==> src/hw/rtl/oledfb_pkg.sv <==
package oledfb_pkg;

  // Input item action codes
  localparam logic [2:0] ACT_DRAW    = 3'd0;
  localparam logic [2:0] ACT_COLUMN  = 3'd1;
  localparam logic [2:0] ACT_SEND    = 3'd2;
  localparam logic [2:0] ACT_REFRESH = 3'd3;
  localparam logic [2:0] ACT_TICK    = 3'd4;

  // Configuration register indexes
  localparam logic CFG_SLAVE_ADDR  = 1'b0;
  localparam logic CFG_PHASE_TICKS = 1'b1;

  // Width of a framebuffer index before it is trimmed to the memory depth
  localparam int IDX_W = 11;

  // Bus bytes
  localparam logic [7:0] CTRL_CMD      = 8'h00;
  localparam logic [7:0] CTRL_DATA     = 8'h40;
  localparam logic [4:0] CMD_PAGE_BASE = 5'b10110;
  localparam logic [7:0] CMD_COL_HI    = 8'h10;
  localparam logic [7:0] CMD_COL_LO    = 8'h00;

  // Line sequencer phases
  typedef enum logic [3:0] {
    PH_IDLE,
    PH_ARMED,
    PH_S0,
    PH_S1,
    PH_S2,
    PH_BL,
    PH_BH,
    PH_A0,
    PH_A1,
    PH_A2,
    PH_P0,
    PH_P1,
    PH_P2
  } seq_phase_t;

  // Byte slot within a transaction
  localparam logic [1:0] SLOT_ADDR = 2'd0;
  localparam logic [1:0] SLOT_CTRL = 2'd1;
  localparam logic [1:0] SLOT_BODY = 2'd2;

  // Refresh steps: page command, column high command, column low command, data
  localparam logic [1:0] STEP_PAGE   = 2'd0;
  localparam logic [1:0] STEP_COL_HI = 2'd1;
  localparam logic [1:0] STEP_DATA   = 2'd3;

  typedef struct packed {
    logic       arm;
    logic       refresh;
    logic       tick;
    logic [7:0] cmd_byte;
  } seq_cmd_t;

  typedef struct packed {
    logic busy_now;
    logic busy;
    logic scl;
    logic sda;
  } seq_stat_t;

endpackage

==> src/hw/rtl/oledfb_seq.sv <==
module oledfb_seq #(
  parameter int COLUMNS = 128,
  parameter int ROWS    = 64,
  parameter int AW      = 10
) (
  input  logic                 clk,
  input  logic                 rst_n,
  input  oledfb_pkg::seq_cmd_t cmd,
  input  logic [7:0]           slave_addr,
  input  logic [7:0]           phase_ticks,
  input  logic [7:0]           pf_data,
  output logic [AW-1:0]        pf_addr,
  output oledfb_pkg::seq_stat_t stat
);
  import oledfb_pkg::*;

  localparam int PAGES = (ROWS + 7) / 8;
  localparam int CW    = (COLUMNS > 1) ? $clog2(COLUMNS) : 1;

  seq_phase_t    phase_r, phase_nxt;
  logic [2:0]    page_r, page_nxt;
  logic [CW-1:0] col_r, col_nxt;
  logic [7:0]    shift_r, shift_nxt;
  logic [2:0]    bit_r, bit_nxt;
  logic [7:0]    hold_r, hold_nxt;
  logic [7:0]    pend_r, pend_nxt;
  logic          rmode_r, rmode_nxt;
  logic [1:0]    line_r, line_nxt;
  logic [1:0]    slot_r, slot_nxt;
  logic [1:0]    step_r, step_nxt;

  logic           is_data;
  logic [7:0]     payload;
  logic [CW:0]    col_inc;
  logic           col_more;
  logic           page_more;
  logic [CW-1:0]  pf_col;
  logic [IDX_W-1:0] pf_idx;

  function automatic logic [1:0] phase_level(seq_phase_t ph, logic b);
    case (ph)
      PH_S0:   phase_level = 2'b11;
      PH_S1:   phase_level = 2'b10;
      PH_S2:   phase_level = 2'b00;
      PH_BL:   phase_level = {1'b0, b};
      PH_BH:   phase_level = {1'b1, b};
      PH_A0:   phase_level = 2'b01;
      PH_A1:   phase_level = 2'b11;
      PH_A2:   phase_level = 2'b01;
      PH_P0:   phase_level = 2'b00;
      PH_P1:   phase_level = 2'b10;
      default: phase_level = 2'b11;
    endcase
  endfunction

  always_comb begin
    is_data = rmode_r && (step_r == STEP_DATA);
    if (!rmode_r) begin
      payload = pend_r;
    end else if (step_r == STEP_PAGE) begin
      payload = {CMD_PAGE_BASE, page_r};
    end else if (step_r == STEP_COL_HI) begin
      payload = CMD_COL_HI;
    end else begin
      payload = CMD_COL_LO;
    end
    col_inc   = {1'b0, col_r} + 1'b1;
    col_more  = col_inc < (CW + 1)'(COLUMNS);
    page_more = ({1'b0, page_r} + 4'd1) < 4'(PAGES);
  end

  // Next framebuffer byte the data transaction will load
  assign pf_col  = (slot_r == SLOT_CTRL) ? '0 : col_inc[CW-1:0];
  assign pf_idx  = IDX_W'(page_r) * IDX_W'(COLUMNS) + IDX_W'(pf_col);
  assign pf_addr = pf_idx[AW-1:0];

  always_comb begin
    phase_nxt = phase_r;
    page_nxt  = page_r;
    col_nxt   = col_r;
    shift_nxt = shift_r;
    bit_nxt   = bit_r;
    hold_nxt  = hold_r;
    pend_nxt  = pend_r;
    rmode_nxt = rmode_r;
    line_nxt  = line_r;
    slot_nxt  = slot_r;
    step_nxt  = step_r;
    if (cmd.arm) begin
      rmode_nxt = cmd.refresh;
      pend_nxt  = cmd.cmd_byte;
      page_nxt  = '0;
      step_nxt  = '0;
      slot_nxt  = SLOT_ADDR;
      col_nxt   = '0;
      bit_nxt   = '0;
      hold_nxt  = '0;
      phase_nxt = PH_ARMED;
    end else if (cmd.tick && (phase_r != PH_IDLE)) begin
      if (hold_r != 8'd0) begin
        hold_nxt = hold_r - 8'd1;
      end else begin
        case (phase_r)
          PH_ARMED: phase_nxt = PH_S0;
          PH_S0:    phase_nxt = PH_S1;
          PH_S1:    phase_nxt = PH_S2;
          PH_S2: begin
            slot_nxt  = SLOT_ADDR;
            shift_nxt = slave_addr;
            bit_nxt   = '0;
            phase_nxt = PH_BL;
          end
          PH_BL:    phase_nxt = PH_BH;
          PH_BH: begin
            if (bit_r == 3'd7) begin
              phase_nxt = PH_A0;
            end else begin
              bit_nxt   = bit_r + 3'd1;
              shift_nxt = {shift_r[6:0], 1'b0};
              phase_nxt = PH_BL;
            end
          end
          PH_A0:    phase_nxt = PH_A1;
          PH_A1:    phase_nxt = PH_A2;
          PH_A2: begin
            bit_nxt   = '0;
            phase_nxt = PH_BL;
            if (slot_r == SLOT_ADDR) begin
              slot_nxt  = SLOT_CTRL;
              shift_nxt = is_data ? CTRL_DATA : CTRL_CMD;
            end else if (slot_r == SLOT_CTRL) begin
              slot_nxt = SLOT_BODY;
              if (is_data) begin
                col_nxt   = '0;
                shift_nxt = pf_data;
              end else begin
                shift_nxt = payload;
              end
            end else if (is_data && col_more) begin
              col_nxt   = col_inc[CW-1:0];
              shift_nxt = pf_data;
            end else begin
              phase_nxt = PH_P0;
            end
          end
          PH_P0:    phase_nxt = PH_P1;
          PH_P1:    phase_nxt = PH_P2;
          PH_P2: begin
            slot_nxt = SLOT_ADDR;
            if (!rmode_r) begin
              phase_nxt = PH_IDLE;
            end else if (step_r != STEP_DATA) begin
              step_nxt  = step_r + 2'd1;
              phase_nxt = PH_S0;
            end else if (page_more) begin
              page_nxt  = page_r + 3'd1;
              step_nxt  = '0;
              phase_nxt = PH_S0;
            end else begin
              phase_nxt = PH_IDLE;
            end
          end
          default:  phase_nxt = PH_IDLE;
        endcase
        line_nxt = phase_level(phase_nxt, shift_nxt[7]);
        hold_nxt = (phase_ticks == 8'd0) ? 8'd0 : phase_ticks - 8'd1;
      end
    end
  end

  always_ff @(posedge clk) begin
    if (!rst_n) begin
      phase_r <= PH_IDLE;
      page_r  <= '0;
      col_r   <= '0;
      shift_r <= '0;
      bit_r   <= '0;
      hold_r  <= '0;
      pend_r  <= '0;
      rmode_r <= 1'b0;
      line_r  <= 2'b11;
      slot_r  <= SLOT_ADDR;
      step_r  <= '0;
    end else begin
      phase_r <= phase_nxt;
      page_r  <= page_nxt;
      col_r   <= col_nxt;
      shift_r <= shift_nxt;
      bit_r   <= bit_nxt;
      hold_r  <= hold_nxt;
      pend_r  <= pend_nxt;
      rmode_r <= rmode_nxt;
      line_r  <= line_nxt;
      slot_r  <= slot_nxt;
      step_r  <= step_nxt;
    end
  end

  assign stat.busy_now = (phase_r != PH_IDLE);
  assign stat.busy     = (phase_nxt != PH_IDLE);
  assign stat.scl      = line_nxt[1];
  assign stat.sda      = line_nxt[0];

endmodule

==> config.mk <==
export PLATFORM = sky130hd
export DESIGN_NAME = oledfb_seq
export DESIGN_NICKNAME = d
export VERILOG_FILES = /design/src/hw/rtl/oledfb_pkg.sv /design/src/hw/rtl/oledfb_seq.sv
export SDC_FILE = /design/constraint.sdc
export NUM_CORES = 1
export LEC_CHECK = 0
export BUFFER_PORTS_ARGS = -buffer_cell sky130_fd_sc_hd__buf_2
export CAP_MARGIN = 20
export CORE_ASPECT_RATIO = 1.2
export CORE_MARGIN = 5
export CORE_UTILIZATION = 55
export DETAILED_ROUTE_END_ITERATION = 10
export PLACE_DENSITY = 0.82
export SETUP_SLACK_MARGIN = 0.02
export SLEW_MARGIN = 20
export SYNTH_ARGS = -nofsm -noshare
export SYNTH_HDL_FRONTEND = slang
export SYNTH_SLANG_ARGS = --single-unit
==> constraint.sdc <==
create_clock -name clk -period 10.35 [get_ports clk]
set_input_delay 3.105 -clock clk [delete_from_list [all_inputs] [get_ports clk]]
set_output_delay 3.105 -clock clk [all_outputs]
set_load 0.02 [all_outputs]
Word level (Yosys, flattened, before mapping) --
Cells that the tools add are included.
Word-level totals: output and inout bits 14, word-level logic and storage cells 124, register bits 48, input bits 37
Operators by class: bitwise logic cells 5, add/subtract/negate cells 8, reduce and logical (&&, ||, !) cells 27, equality and inequality tests 29, order comparisons 2, muxes and demuxes 41
Operator list (number):
- 8-bit 2-to-1 mux | 9
- 4-bit case mux with 12 select lines | 1
- 4-bit 2-to-1 mux | 9
- 7-bit 2-to-1 mux | 5
- 4-bit by 3-bit equality test with 1-bit output, second input constant | 8
- 4-bit equality test, second input constant | 8
- 8-bit case mux with 3 select lines | 1
- 2-bit 2-to-1 mux | 11
- 6-bit AND reduction | 3
- 8-bit by 1-bit subtractor with 8-bit output, second input constant | 2
- 4-bit by 2-bit equality test with 1-bit output, second input constant | 3
- 2-bit OR reduction | 6
- 10-bit by 7-bit adder with 10-bit output | 1
- 2-bit case mux with 5 select lines | 1
- 7-bit by 1-bit adder with 8-bit output, second input constant | 1
- 8-bit logical NOT | 1
- 8-bit less-than comparator, second input constant | 1
- 4-bit AND reduction | 2
- 2-bit nonzero test | 4
- 4-bit nonzero test | 2
- 8-bit nonzero test | 1
- 3-bit by 1-bit adder with 3-bit output, second input constant | 2
- 2-bit != test, second input constant | 3
- 3-bit case mux with 2 select lines | 1
- other kinds (18) | 26

Logic depth before layout (Yosys ltp) --
depth in word-level cells 16, mapped depth 9, gate-level depth less buffers 8

Least setup slack after synthesis --
No wires, ideal clock.
path type in2out, start point in cmd[10] in the netlist's numbering, end point out stat[0] in the netlist's numbering, path buffers 1, data arrival time 4635 ps, path slack 2610 ps, stages on the path 6, data required time 7245 ps, path through clkbuf_1 -> nor4_4 -> nor2_2 -> or4b_1 -> a211o_1 -> nand3_1
RTL lines:
- start, declared | RTL line oledfb_seq.sv:8 | input oledfb_pkg::seq_cmd_t cmd,
- end, declared | RTL line oledfb_seq.sv:13 | output oledfb_pkg::seq_stat_t stat

==> metrics.cfg <==
[timing]
holdWs_ns=0.464
slew_headroom=0.293
hold_viol=0
period_share=0.774
fmax_mhz=125
max_slew.worst_pin.slew_ns=1.06
final.min_clock_period_ns=8.01
rsz0062_at_grt=no
fin_skew_ns=0.00555
fin_tns_setup_ns=0
slew_violations=0
setup_viol_count_final=0

[clock_tree]
clk_path_buf_depth=2
cts_resized=0
cts.sinks=48
cts_hold_buf=0
tritoncts=done
clk_pin_slew_worst_paths_ns=0.09
clkLatencyLatePin_ns=0.30
post_cts_buffers=0
cts_buffers=5
ctsRootBufferMaster=clkbuf_8
htreeDepth=2

[routing]
vias=3136
drc=0
routed_wl_mm=7.93
post_drt_wl_per_cell_um=15.7
dr.first_iter.drc_count=287
firstDrtPassIters=7
via_per_inst=6.22
antenna_left=0

[grt]
track_usage=0.216
grt_pass1_vias=2876
grt_max_degree=28
antenna_found_initial=0
grt_pass1_wl_mm=13.0
grt_overflow_total=0

[floorplanning]
rows=30
dieWidth_um=79.4
dieArea_um2=7410
io_pins=51
initial_core_util=0.565
coreArea_um2=5630
fp.dieH_um=93.3

[power_and_ir_drop]
switching_share=0.293
p_sw_uw=111
power.leakage_uw=0.00130
seqPwrFrac=0.516
p_clk_frac=0.321
combPwrFrac=0.163
p_int_uw=269
peakVddDrop_uv=84.3
p_per_area_nw_per_um2=108

[finish]
final_cell_mix=buf_2, nor2_1, dfxtp_1
multi_input_area_um2=2070
synthToLayoutAreaGrowth_pct=10.7
final_layout_size_suffix_gt1_frac=0.159
final_common_cell=buf_2
register_area_um2=961
finalNetCount=486
num-fill-cells=503
diodes=0

[logic_synthesis]
avgSynthCellArea_um2=7.84
ys_ff_latch=48
netlist_area_um2=3180
yosysWarnings=0
synth_edf_count=0
ys_types=58
yosysSeqAreaShare=0.302
syn_inst=406
async_reset_ff_frac=0
ys.flop_type=dfxtp_1
synth_nets=453

[job]
maxCapViolCount=0

[critical_path]
timing.rr.start=hold_r[0]
startpoint_type=primary input
worstPathRequired_ns=7.25
r2r-end=shift_r[1]
worstPathArrival_ns=4.90
path_cells=buf_2, nor4_4, nor2_2, or4b_1, a211o_1, nand3_1, buf_2
worst_path_most_repeated_cell=buf_2
r2r_slack_ns=7.25
crit_type=in2out
cp_max_fo=17
cpMaxStageDelayCell=or4b_1
reg2reg_depth=8
worst_path_largest_cell_delay_ns=0.50
cp-end-kind=output port

[worst_hold_path]
hp-start=bit_r[1]
hp-class=reg2reg
min_path_cells=2
worstHoldEndpoint=bit_r[1]

[placement]
dp_hpwl_mm=5.82
place.gp.congestion=0.894
port_buffers=50

[status]
outcome=completed

metal layers:
metal	up-vias	wire, µm	track usage
met5	-	0	0
met3	10	453	0.0385
met2	96	3850	0.364
met1	1489	3520	0.276
li1	1541	-	-
met4	0	104	0.0702
power by group through the flow:
stage | Combinational, µW | Clock, µW | Sequential (µW)
floorplan | 47.7 | 0 | 196
global placement | 59.4 | 0 | 200
detailed placement | 61.3 | 0 | 200
CTS | 61.7 | 123 | 196
global route | 67.9 | 132 | 197
finish | 62.0 | 122 | 196
flip-flops by register name, summed over array words and instances, names as in the netlist:
signal and flops:
col_r 7, slot_r 2, shift_r 8, step_r 2, phase_r 4, hold_r 8
pend_r 8, page_r 3, line_r 2, bit_r 3, rmode_r 1
kinds of logic (layout without fill, tap and decap cells):
logic type | Yosys count | in the layout | synth area share
compound gates | 111 | 111 | 0.232
xor+xnor | 13 | 13 | 0.0358
fa+ha+maj | 10 | 10 | 0.0393
buf+inv | 39 | 73 | 0.0476
flops | 48 | 48 | 0.302
mux | 23 | 23 | 0.0727
simple gates | 162 | 162 | 0.271
worst max-delay path: cells and delay by family:
kind	cells	cell delay, ns
buffers and inverters	2	0.43
AOI/OAI and AO/OA	1	0.26
and+or+nand+nor	4	1.10
synthesized netlist by cell type, types with 3 or more instances:
master,number,share of area
mux2i_1,22,0.069
nor4_1,5,0.0098
nand4_1,4,0.0079
and2_1,6,0.012
and3_1,7,0.014
xor2_1,8,0.022
nor2b_1,19,0.037
o211ai_1,5,0.012
a31oi_1,6,0.012
o31ai_1,3,0.0071
xnor2_1,5,0.014
clkbuf_1,19,0.022
nor2_1,49,0.058
o21ai_0,22,0.035
dfxtp_1,48,0.30
nor3b_1,7,0.017
o221ai_1,3,0.0083
nand2b_1,5,0.0098
inv_1,13,0.015
a22oi_1,4,0.0094
a211oi_1,5,0.012
buf_2,4,0.0063
nand2_1,22,0.026
nand3_1,15,0.024
or3_1,3,0.0059
ha_1,10,0.039
a211o_1,3,0.0083
buf_1,3,0.0035
a21oi_1,34,0.053
nor3_1,7,0.011
a221oi_1,5,0.014
how the worst max path moves through the flow:
stage | from | to | slack [ns] | cells after the start
CTS | cmd[10] | stat[0] | 2.35 | 7
global placement | cmd[10] | stat[0] | 2.45 | 7
detailed placement | cmd[10] | stat[0] | 2.35 | 7
global route | cmd[10] | stat[0] | 2.29 | 7
floorplan | cmd[10] | stat[0] | 2.61 | 6
finish | cmd[10] | stat[0] | 2.34 | 7
through the flow:
stage,util,total power (µW),cells,setup WS [ns],instance area (µm²)
2_1_floorplan,-,243,406,2.61,3180
3_3_place_gp,0.608,259,496,2.45,3420
3_5_place_dp,0.608,262,496,2.35,3420
4_1_cts,0.625,381,504,2.35,3520
5_1_grt,0.625,397,504,2.29,3520
6_report,0.625,380,504,2.34,3520
final cells by class:
class                      instances  share of cell area
clock buffer                       6              0.0235
tap                               64              0.0227
inverter                          13              0.0139
clock inverter                     2             0.00391
sequential                        48               0.273
multi-input combinational        319               0.588
timing repair buffer              52              0.0753
No activity file was read; power rests on OpenSTA's default activity.
